`src/rtl/srmc_pkg.sv`:
```
// Shared types, codes and constants of the stepper ramp motion controller.
package srmc_pkg;

	// Count width of the step and ramp counters (default of the top-level parameter)
	localparam int COUNT_WIDTH_DEF = 24;

	// Field widths
	localparam int KIND_W   = 2;
	localparam int STEPS_W  = 24;
	localparam int SPEED_W  = 16;
	localparam int PERIOD_W = 16;
	localparam int CLOCK_W  = 24;
	localparam int STATUS_W = 3;
	localparam int POS_W    = 32;

	// Stream beat widths
	localparam int IN_DATA_W  = 56;
	localparam int OUT_DATA_W = 56;

	// Configuration port widths
	localparam int CFG_INDEX_W = 3;
	localparam int CFG_DATA_W  = 24;

	// Divider iterations: one quotient bit per cycle over the dividend
	localparam int DIV_STEPS = CLOCK_W;
	localparam int DIV_CNT_W = $clog2(DIV_STEPS);

	localparam logic [PERIOD_W-1:0] PERIOD_TOP = 16'hffff;
	localparam logic [SPEED_W-1:0]  SPEED_TOP  = 16'hffff;

	// Register reset values
	localparam logic [SPEED_W-1:0]  SPD_FLOOR_RST   = 16'd100;
	localparam logic [SPEED_W-1:0]  SPD_CEIL_RST    = 16'd2000;
	localparam logic [PERIOD_W-1:0] PERIOD_SLOW_RST = 16'd0;
	localparam logic [PERIOD_W-1:0] PERIOD_FAST_RST = 16'd65000;
	localparam logic [CLOCK_W-1:0]  TICK_CLOCK_RST  = 24'd250000;

	typedef enum logic [KIND_W-1:0] {
		KIND_START = 2'd0,
		KIND_STEP  = 2'd1,
		KIND_RAMP  = 2'd2,
		KIND_STOP  = 2'd3
	} kind_t;

	typedef enum logic [STATUS_W-1:0] {
		STAT_DONE   = 3'd0,
		STAT_LEFT   = 3'd1,
		STAT_RIGHT  = 3'd2,
		STAT_BRAKE  = 3'd3,
		STAT_MOVING = 3'd4
	} status_t;

	typedef enum logic [CFG_INDEX_W-1:0] {
		REG_SPD_FLOOR   = 3'd0,
		REG_SPD_CEIL    = 3'd1,
		REG_PERIOD_SLOW = 3'd2,
		REG_PERIOD_FAST = 3'd3,
		REG_TICK_CLOCK  = 3'd4
	} cfg_reg_t;

	// Divider handshake toward the sequencer
	typedef struct packed {
		logic busy;
		logic done;
	} div_status_t;

endpackage

```
`src/rtl/srmc_div.sv`:
```
// Restoring divider: tick clock over a 16-bit divisor, one quotient bit per cycle.
module srmc_div
	import srmc_pkg::*;
(
	input  logic                clk,
	input  logic                arst_n,
	input  logic                start,
	input  logic [CLOCK_W-1:0]  dividend,
	input  logic [SPEED_W-1:0]  divisor,
	output div_status_t         status,
	output logic [CLOCK_W-1:0]  quotient
);

	logic [CLOCK_W-1:0]   dvd_q;     // dividend shifts out, quotient shifts in
	logic [SPEED_W-1:0]   rem_q;
	logic [SPEED_W-1:0]   div_q;
	logic [DIV_CNT_W-1:0] cnt_q;
	logic                 busy_q;
	logic                 done_q;

	logic [SPEED_W:0] rem_sh;
	logic [SPEED_W:0] diff;
	logic             ge;

	always_comb begin
		rem_sh = {rem_q, dvd_q[CLOCK_W-1]};
		ge     = rem_sh >= {1'b0, div_q};
		diff   = rem_sh - {1'b0, div_q};
	end

	always_ff @(posedge clk or negedge arst_n) begin
		if (!arst_n) begin
			busy_q <= 1'b0;
			done_q <= 1'b0;
			cnt_q  <= '0;
		end else begin
			done_q <= !start && busy_q && (cnt_q == DIV_CNT_W'(DIV_STEPS - 1));
			if (start) begin
				busy_q <= 1'b1;
				cnt_q  <= '0;
			end else if (busy_q) begin
				if (cnt_q == DIV_CNT_W'(DIV_STEPS - 1))
					busy_q <= 1'b0;
				cnt_q <= cnt_q + 1'b1;
			end
		end
	end

	always_ff @(posedge clk) begin
		if (start) begin
			dvd_q <= dividend;
			div_q <= divisor;
			rem_q <= '0;
		end else if (busy_q) begin
			rem_q <= ge ? diff[SPEED_W-1:0] : rem_sh[SPEED_W-1:0];
			dvd_q <= {dvd_q[CLOCK_W-2:0], ge};
		end
	end

	assign status.busy = busy_q;
	assign status.done = done_q;
	assign quotient    = dvd_q;

endmodule

```
`src/rtl/stepper_ramp_motion_controller_core.sv`:
```
// Top level of the stepper ramp motion controller: event sequencer, state and stream ports.
//
// Each input beat is one event (start, step tick, ramp tick, stop request) and yields exactly
// one result beat with the step pulse, the timer reload, the motion status, the position and
// the run and driver flags. A step tick, a stop request or any tick while halted goes from
// acceptance to ST_OUT, which loads the result register once it is free. A start or a ramp
// tick evaluates the timer reload; when the speed lies between the floor and ceiling speed
// registers this runs the shared restoring divider (tick_clock over speed). A ramp tick that
// applies a pending stop also runs the divider, unless the period is all ones, to recover
// the speed from the period. The divider is the only arithmetic unit of weight. s_tready is
// high only while the sequencer is idle; a finished result waits in the output register and
// does not block acceptance of the next beat. Configuration writes are always taken and must
// be issued only while the block is idle.
module stepper_ramp_motion_controller_core
	import srmc_pkg::*;
#(
	parameter int COUNT_WIDTH = COUNT_WIDTH_DEF
) (
	input  logic                    clk,
	input  logic                    arst_n,

	// Input events
	input  logic                    s_tvalid,
	output logic                    s_tready,
	input  logic [IN_DATA_W-1:0]    s_tdata,   // move_steps[23:0], direction[24],
	                                           // ramp_steps[48:25], left_switch_hit[49],
	                                           // right_switch_hit[50], zero fill
	input  logic [KIND_W-1:0]       s_tuser,   // kind[1:0]

	// Results
	output logic                    m_tvalid,
	input  logic                    m_tready,
	output logic [OUT_DATA_W-1:0]   m_tdata,   // step_pulse[0], timer_reload[16:1],
	                                           // motion_status[19:17], position[51:20],
	                                           // moving[52], driver_disable[53], zero fill

	// Configuration writes
	input  logic                    cfg_valid,
	output logic                    cfg_ready,
	input  logic [CFG_INDEX_W-1:0]  cfg_index,
	input  logic [CFG_DATA_W-1:0]   cfg_data
);

	localparam int RAMP_W = COUNT_WIDTH + 1;

	typedef enum logic [5:0] {
		ST_IDLE   = 6'b000001,
		ST_RELOAD = 6'b000010,   // pick the reload, start the divider if needed
		ST_DIV1   = 6'b000100,   // wait for tick_clock / speed
		ST_STOP   = 6'b001000,   // apply a pending stop
		ST_DIV2   = 6'b010000,   // wait for tick_clock / (0xffff - period)
		ST_OUT    = 6'b100000    // hand the result to the output register
	} seq_state_t;

	seq_state_t state_q;

	// Configuration registers
	logic [SPEED_W-1:0]  spd_floor_q;
	logic [SPEED_W-1:0]  spd_ceil_q;
	logic [PERIOD_W-1:0] period_slow_q;
	logic [PERIOD_W-1:0] period_fast_q;
	logic [CLOCK_W-1:0]  tick_clock_q;

	// Motion state
	logic [POS_W-1:0]        coord_q;
	logic [COUNT_WIDTH-1:0]  steps_left_q;
	logic signed [RAMP_W-1:0] ramp_left_q;
	logic [SPEED_W-1:0]      speed_q;
	logic [PERIOD_W-1:0]     period_q;
	status_t                 status_q;
	logic                    stop_pend_q;
	logic                    running_q;
	logic                    dir_q;
	logic                    drive_off_q;
	logic                    pulse_q;

	// Unpacked input beat
	kind_t                   in_kind;
	logic [STEPS_W-1:0]      in_move;
	logic                    in_dir;
	logic [STEPS_W-1:0]      in_ramp;
	logic                    in_lhit;
	logic                    in_rhit;
	logic [31:0]             move_ext;
	logic [31:0]             ramp_ext;

	logic                    in_fire;
	logic                    out_free;
	logic                    step_go;

	// Divider
	logic                    div_start;
	logic [SPEED_W-1:0]      div_divisor;
	div_status_t             div_stat;
	logic [CLOCK_W-1:0]      div_quot;

	logic [SPEED_W-1:0]      stop_divisor;
	logic [SPEED_W-1:0]      ramp_speed;
	logic                    ramp_pos;
	logic signed [RAMP_W-1:0] ramp_floor;

	assign in_kind  = kind_t'(s_tuser);
	assign in_move  = s_tdata[23:0];
	assign in_dir   = s_tdata[24];
	assign in_ramp  = s_tdata[48:25];
	assign in_lhit  = s_tdata[49];
	assign in_rhit  = s_tdata[50];
	// Keep the low COUNT_WIDTH bits of each count, zero-extended when wider
	assign move_ext = {8'd0, in_move};
	assign ramp_ext = {8'd0, in_ramp};

	assign s_tready  = (state_q == ST_IDLE);
	assign in_fire   = s_tvalid && s_tready;
	assign out_free  = !m_tvalid || m_tready;
	assign cfg_ready = 1'b1;

	// A running step tick issues a step unless a switch, the count or braking halts it
	assign step_go = running_q && !(in_lhit && !dir_q) && !(in_rhit && dir_q) &&
	                 (steps_left_q != '0) &&
	                 !(status_q == STAT_BRAKE && speed_q <= spd_floor_q);

	assign stop_divisor = PERIOD_TOP - period_q;
	assign ramp_floor   = {1'b1, {COUNT_WIDTH{1'b0}}};
	assign ramp_pos     = !ramp_left_q[RAMP_W-1] && (ramp_left_q != '0);

	// Ramp tick speed: accelerate while ramp steps remain, else decelerate; saturate
	always_comb begin
		ramp_speed = speed_q;
		if (ramp_pos) begin
			if (speed_q != SPEED_TOP) ramp_speed = speed_q + 1'b1;
		end else begin
			if (speed_q != '0) ramp_speed = speed_q - 1'b1;
		end
	end

	always_comb begin
		div_start   = 1'b0;
		div_divisor = speed_q;
		case (state_q)
			ST_RELOAD: begin
				div_start = (speed_q >= spd_floor_q) && (speed_q < spd_ceil_q) &&
				            (speed_q != '0);
			end
			ST_STOP: begin
				div_divisor = stop_divisor;
				div_start   = (stop_divisor != '0);
			end
			default: begin
				div_start = 1'b0;
			end
		endcase
	end

	srmc_div u_div (
		.clk      (clk),
		.arst_n   (arst_n),
		.start    (div_start),
		.dividend (tick_clock_q),
		.divisor  (div_divisor),
		.status   (div_stat),
		.quotient (div_quot)
	);

	// Configuration registers
	always_ff @(posedge clk or negedge arst_n) begin
		if (!arst_n) begin
			spd_floor_q   <= SPD_FLOOR_RST;
			spd_ceil_q    <= SPD_CEIL_RST;
			period_slow_q <= PERIOD_SLOW_RST;
			period_fast_q <= PERIOD_FAST_RST;
			tick_clock_q  <= TICK_CLOCK_RST;
		end else if (cfg_valid && cfg_ready) begin
			case (cfg_index)
				REG_SPD_FLOOR:   spd_floor_q   <= cfg_data[SPEED_W-1:0];
				REG_SPD_CEIL:    spd_ceil_q    <= cfg_data[SPEED_W-1:0];
				REG_PERIOD_SLOW: period_slow_q <= cfg_data[PERIOD_W-1:0];
				REG_PERIOD_FAST: period_fast_q <= cfg_data[PERIOD_W-1:0];
				REG_TICK_CLOCK:  tick_clock_q  <= cfg_data[CLOCK_W-1:0];
				default: ;
			endcase
		end
	end

	// Output valid: raise when a beat is loaded, drop once it is taken
	always_ff @(posedge clk or negedge arst_n) begin
		if (!arst_n) begin
			m_tvalid <= 1'b0;
		end else if (state_q == ST_OUT && out_free) begin
			m_tvalid <= 1'b1;
		end else if (m_tready) begin
			m_tvalid <= 1'b0;
		end
	end

	// Sequencer and motion state
	always_ff @(posedge clk or negedge arst_n) begin
		if (!arst_n) begin
			state_q      <= ST_IDLE;
			coord_q      <= '0;
			steps_left_q <= '0;
			ramp_left_q  <= '0;
			speed_q      <= '0;
			period_q     <= '0;
			status_q     <= STAT_DONE;
			stop_pend_q  <= 1'b0;
			running_q    <= 1'b0;
			dir_q        <= 1'b0;
			drive_off_q  <= 1'b1;
			pulse_q      <= 1'b0;
			m_tdata      <= '0;
		end else begin
			case (state_q)
				ST_IDLE: begin
					if (in_fire) begin
						pulse_q <= (in_kind == KIND_STEP) && step_go;
						case (in_kind)
							KIND_START: begin
								steps_left_q <= move_ext[COUNT_WIDTH-1:0];
								ramp_left_q  <= $signed({1'b0, ramp_ext[COUNT_WIDTH-1:0]});
								dir_q        <= in_dir;
								speed_q      <= spd_floor_q;
								status_q     <= STAT_MOVING;
								stop_pend_q  <= 1'b0;
								running_q    <= 1'b1;
								drive_off_q  <= 1'b0;
								state_q      <= ST_RELOAD;
							end
							KIND_STEP: begin
								state_q <= ST_OUT;
								if (running_q) begin
									if (in_lhit && !dir_q) begin
										status_q  <= STAT_LEFT;
										running_q <= 1'b0;
									end else if (in_rhit && dir_q) begin
										status_q  <= STAT_RIGHT;
										running_q <= 1'b0;
									end else if (steps_left_q == '0 ||
									             (status_q == STAT_BRAKE &&
									              speed_q <= spd_floor_q)) begin
										// Normal completion: disable the driver
										status_q    <= STAT_DONE;
										running_q   <= 1'b0;
										drive_off_q <= 1'b1;
									end else begin
										coord_q      <= dir_q ? coord_q + 1'b1 : coord_q - 1'b1;
										steps_left_q <= steps_left_q - 1'b1;
										if (ramp_left_q != ramp_floor)
											ramp_left_q <= ramp_left_q - 1'b1;
									end
								end
							end
							KIND_RAMP: begin
								if (running_q) begin
									speed_q <= ramp_speed;
									state_q <= ST_RELOAD;
								end else begin
									state_q <= ST_OUT;
								end
							end
							KIND_STOP: begin
								state_q <= ST_OUT;
								if (running_q) stop_pend_q <= 1'b1;
							end
							default: begin
								state_q <= ST_OUT;
							end
						endcase
					end
				end
				ST_RELOAD: begin
					// Clamp the reload at both ends, else divide
					if (speed_q < spd_floor_q) begin
						period_q <= period_slow_q;
						state_q  <= stop_pend_q ? ST_STOP : ST_OUT;
					end else if (speed_q >= spd_ceil_q) begin
						period_q <= period_fast_q;
						state_q  <= stop_pend_q ? ST_STOP : ST_OUT;
					end else if (speed_q == '0) begin
						period_q <= '0;
						state_q  <= stop_pend_q ? ST_STOP : ST_OUT;
					end else begin
						state_q <= ST_DIV1;
					end
				end
				ST_DIV1: begin
					if (div_stat.done) begin
						if (div_quot[CLOCK_W-1:PERIOD_W] != '0)
							period_q <= '0;
						else
							period_q <= PERIOD_TOP - div_quot[PERIOD_W-1:0];
						state_q <= stop_pend_q ? ST_STOP : ST_OUT;
					end
				end
				ST_STOP: begin
					// Turn the motion into braking from the current period
					ramp_left_q <= '0;
					stop_pend_q <= 1'b0;
					status_q    <= STAT_BRAKE;
					if (stop_divisor == '0) begin
						speed_q <= spd_ceil_q;
						state_q <= ST_OUT;
					end else begin
						state_q <= ST_DIV2;
					end
				end
				ST_DIV2: begin
					if (div_stat.done) begin
						// Saturate the quotient, then cap it at the ceiling speed
						if (div_quot[CLOCK_W-1:SPEED_W] != '0 ||
						    div_quot[SPEED_W-1:0] >= spd_ceil_q)
							speed_q <= (spd_ceil_q <= SPEED_TOP) ? spd_ceil_q : SPEED_TOP;
						else
							speed_q <= div_quot[SPEED_W-1:0];
						state_q <= ST_OUT;
					end
				end
				ST_OUT: begin
					// Hold until the output register is free, then load the beat
					if (out_free) begin
						m_tdata  <= {2'b00, drive_off_q, running_q, coord_q,
						             status_q, period_q, pulse_q};
						state_q  <= ST_IDLE;
					end
				end
				default: begin
					state_q <= ST_IDLE;
				end
			endcase
		end
	end

endmodule

```
`config.mk`:
```
export PLATFORM = sky130hd
export DESIGN_NAME = stepper_ramp_motion_controller_core
export DESIGN_NICKNAME = d
export VERILOG_FILES = /design/src/rtl/srmc_pkg.sv /design/src/rtl/srmc_div.sv /design/src/rtl/stepper_ramp_motion_controller_core.sv
export SDC_FILE = /design/constraint.sdc
export NUM_CORES = 1
export LEC_CHECK = 0
export ABC_AREA = 1
export BUFFER_PORTS_ARGS = -buffer_cell sky130_fd_sc_hd__buf_4
export CORE_MARGIN = 8
export CORE_UTILIZATION = 40
export CTS_BUF_LIST = sky130_fd_sc_hd__clkbuf_2 sky130_fd_sc_hd__clkbuf_4 sky130_fd_sc_hd__clkbuf_8
export CTS_CLUSTER_DIAMETER = 150
export DETAILED_ROUTE_END_ITERATION = 6
export HOLD_SLACK_MARGIN = 0.08
export PLACE_DENSITY = 0.59
export SLEW_MARGIN = 30
export SYNTH_ARGS = -nofsm -noshare
export SYNTH_HDL_FRONTEND = slang
export SYNTH_SLANG_ARGS = --single-unit
```
`constraint.sdc`:
```
create_clock -name clk -period 5.3 [get_ports clk]
set_input_delay 1.325 -clock clk [delete_from_list [all_inputs] [get_ports clk]]
set_output_delay 1.325 -clock clk [all_outputs]
set_load 0.03 [all_outputs]
```
==> impl_metrics.env <==
export IMPL_fmax_ghz=0.271
export IMPL_cts_resized=0
export IMPL_cellPowerDensity_nw_per_um2=579
export IMPL_tightest_slew_ns=0.971
export IMPL_setup_tns_ns=0
export IMPL_peakVddDrop_mv=0.225
export IMPL_drc=0
export IMPL_postRouteAntennaNets=0
export IMPL_grt_pass1_vias=18444
export IMPL_die_w_um=246
export IMPL_drive_gt1_share_pct=13.2
export IMPL_grt_pass1_wl_um=98900
export IMPL_hold_worst_slack_ns=0.477
export IMPL_cts_setup_buffers=0
export IMPL_ys_warnings_count=0
export IMPL_io_pins=149
export IMPL_syn_mean_instance_area_um2=7.47
export IMPL_critPathKind="flop to flop"
export IMPL_start_util_pct=40.4
export IMPL_grt_max_degree=103
export IMPL_hold_path_class="flop to flop"
export IMPL_cp_arrival_ns=4.28
export IMPL_htreeDepth=2
export IMPL_fin_ws_ns=1.61
export IMPL_port_buffers=140
export IMPL_yosysUniqueCellTypes=60
export IMPL_place_congestion=0.920
export IMPL_cpMaxStageDelayCell="clkinv_1"
export IMPL_antenna_found_initial=0
export IMPL_cp_end_kind="flop"
export IMPL_cts_tree="built"
export IMPL_nFillCells=5297
export IMPL_clkSlewWorstSetupHoldPaths_ns=0.06
export IMPL_die_y_um=246
export IMPL_path_cells="nor2_1 > nand4_1 > buf_4 > inv_1 > nor2_1 > clkinv_1 > nand2_4 > nand2_1 > nand2_1"
export IMPL_cap_violations=0
export IMPL_core_area_um2=52300
export IMPL_yosysTopAreaCellShare_pct=29.4
export IMPL_routed_wl_um=61200
export IMPL_hold_viol_final=0
export IMPL_pre_cts_ws_ns=1.62
export IMPL_cts_sinks=333
export IMPL_worstSkewPairLatency_ns=0.68
export IMPL_nets=3166
export IMPL_synth_area_leader_cell="dfrtp_1"
export IMPL_final_max_slew_viol_count=0
export IMPL_cts_hold_buffers_added=0
export IMPL_routed_via_density=5.16
export IMPL_grt_use_total_pct=19.9
export IMPL_area_growth_pct=13.7
export IMPL_worst_clock_skew_ns=0.0418
export IMPL_crit_required_ns=5.90
export IMPL_cts_root_buf="clkbuf_8"
export IMPL_outcome="completed"
export IMPL_synth_top_cells_by_area="dfrtp_1 (29%), nand2_1 (16%), ha_1 (6.6%)"
export IMPL_period_needed_ns=3.69
export IMPL_synth_edf_count=40
export IMPL_synthArstFlopShare_pct=83.2
export IMPL_cts_buffers=59
export IMPL_final_core_util_pct=45.9
export IMPL_clock_path_buffers=3
export IMPL_first_pass_iters=6
export IMPL_worst_path_largest_cell_delay_ns=0.77
export IMPL_p_total_mw=13.9
export IMPL_p_leak_nw=12.3
export IMPL_drt_iter0_markers=1398
export IMPL_n_antenna_cell=0
export IMPL_max_slew_margin_pct=35.1
export IMPL_netlist_instances=2829
export IMPL_wire_per_inst_um=16.6
export IMPL_rsz0062_at_grt="false"
export IMPL_place_hpwl_um=45800
export IMPL_overflow=0
export IMPL_die_area_um2=60400
export IMPL_via_count=19053
export IMPL_fin_crit_sh_pct=69.6
export IMPL_crit_path_start_kind="flop"
export IMPL_setup_viol=0
export IMPL_ys_seq_area_share_pct=40.2
export IMPL_syn_area_um2=21100
export IMPL_synth_seq_cells=333
export IMPL_path_max_fanout=46
export IMPL_synth_flop_cell="dfrtp_1"
export IMPL_rows=84
[sequential cells by signal, summed over array words and instances (netlist names), 6 cells and up]
signal and flops:
coord_q 32, m_tdata 54, period_fast_q 16, period_q 16, period_slow_q 16, ramp_left_q 25, spd_ceil_q 16, spd_floor_q 16
speed_q 16, state_q 6, steps_left_q 24, tick_clock_q 24, u_div.div_q 16, u_div.quotient 24, u_div.rem_q 16
[synth_stat cells, types with 4 or more instances]
cell	instances
nor4_1	10
edfxtp_1	40
a31oi_1	9
nor2_4	4
o21a_1	6
nor2_2	5
dfxtp_1	16
o31ai_1	4
nand2_4	4
nand2_1	907
nand3_1	159
inv_2	9
inv_1	287
dfrtp_1	248
buf_6	5
nand4_1	40
nor3_2	4
buf_4	11
a22oi_1	5
o211ai_1	10
ha_1	112
o21ai_0	237
xnor2_1	32
nand3_2	4
o21bai_1	10
nand2_2	8
a21o_1	10
mux2_2	48
o21ai_1	6
a22o_1	4
buf_1	9
nand3b_1	26
dfstp_2	29
a21oi_1	131
nor3_1	26
o21ai_2	5
clkbuf_1	41
buf_2	25
xor2_1	30
nor2_1	219
[path summary, 6_finish.rpt]
| path | startpoint | endpoint | slack (ns) | cells past startpoint |
|---|---|---|---|---|
| worst max-delay path | state_q[0]$_DFFE_PN1P_ | ramp_left_q[9]$_DFFE_PN0P_ | 1.61 | 9 |
| worst min-delay path | status_q[1]$_DFFE_PN0P_ | status_q[1]$_DFFE_PN0P_ | 0.48 | 2 |
| worst max register to register | state_q[0]$_DFFE_PN1P_ | ramp_left_q[9]$_DFFE_PN0P_ | 1.61 | 9 |
| worst min register to register | status_q[1]$_DFFE_PN0P_ | status_q[1]$_DFFE_PN0P_ | 0.48 | 2 |
| max in group asynchronous | arst_n | tick_clock_q[4]$_DFFE_PN1P_ | 3.57 | 2 |
| min in group asynchronous | arst_n | u_div.cnt_q[4]$_DFFE_PN0P_ | 0.65 | 1 |
[per-stage QoR]
stage	std cells	area (um2)
CTS	3693	24000
floorplan	2830	21100
global placement	3586	22800
detailed placement	3588	22800
global route	3693	24000
finish	3693	24000
[logic make-up (layout without fill, tap and decap cells)]
group	after synthesis	count (layout)	synth area share (%)
and+or+nand+nor	1428	1428	28.5
AOI/OAI and AO/OA	450	450	11.7
buffers and inverters	389	564	7.43
DFF	333	333	40.2
adders and majority gates	115	115	6.92
xor gates and xnor gates	62	62	2.57
muxes	50	50	2.65
other	2	3	0.0355
[power breakdown]
part           switching (mW)  internal, mW  leakage (nW)
sequential              0.849          3.54          4.01
combinational            4.50          2.50          7.59
clock                    1.10          1.41         0.656
[layer usage]
layer	global-route usage, %	share of wire, %	vias up
li1	-	-	9504
met5	0	0	-
met2	31.9	45	463
met4	4.83	2.0	0
met3	3.52	5.7	93
met1	27.7	47	8993
[layout make-up]
type                            instances  area, um2  area share (%)
Clock buffer                           91       1100            4.59
Clock inverter                         14        126           0.526
Inverter                              298       1120            4.66
Multi-Input combinational cell       2108      11100            46.2
Sequential cell                       333       8490            35.3
Tap cell                              688        861            3.58
Timing Repair Buffer                  161       1240            5.15
[layout by cell type, fill, tap and decap left out, drive strengths merged, types with 3 or more instances in the layout]
cell type and instances:
a21boi 3, a21o 10, a21oi 133, a22o 4, a22oi 5, a31oi 9
and3 3, buf 161, clkbuf 91, clkinv 11, conb 3, dfrtp 248
dfstp 29, dfxtp 16, edfxtp 40, fa 3, ha 112, inv 297
mux2 48, nand2 919, nand3 163, nand3b 26, nand4 42, nor2 228
nor3 32, nor4 10, o211ai 10, o21a 6, o21ai 248, o21bai 10
o22ai 3, o31ai 4, or2 3, xnor2 32, xor2 30
[critical path, delay by kind of cell, from the launching register on]
kind	cells	cell delay, ns
buffers and inverters	3	1.62
and+or+nand+nor	6	1.41
DFF	1	0.57
Note: power is estimated with default switching activity, not from simulation.
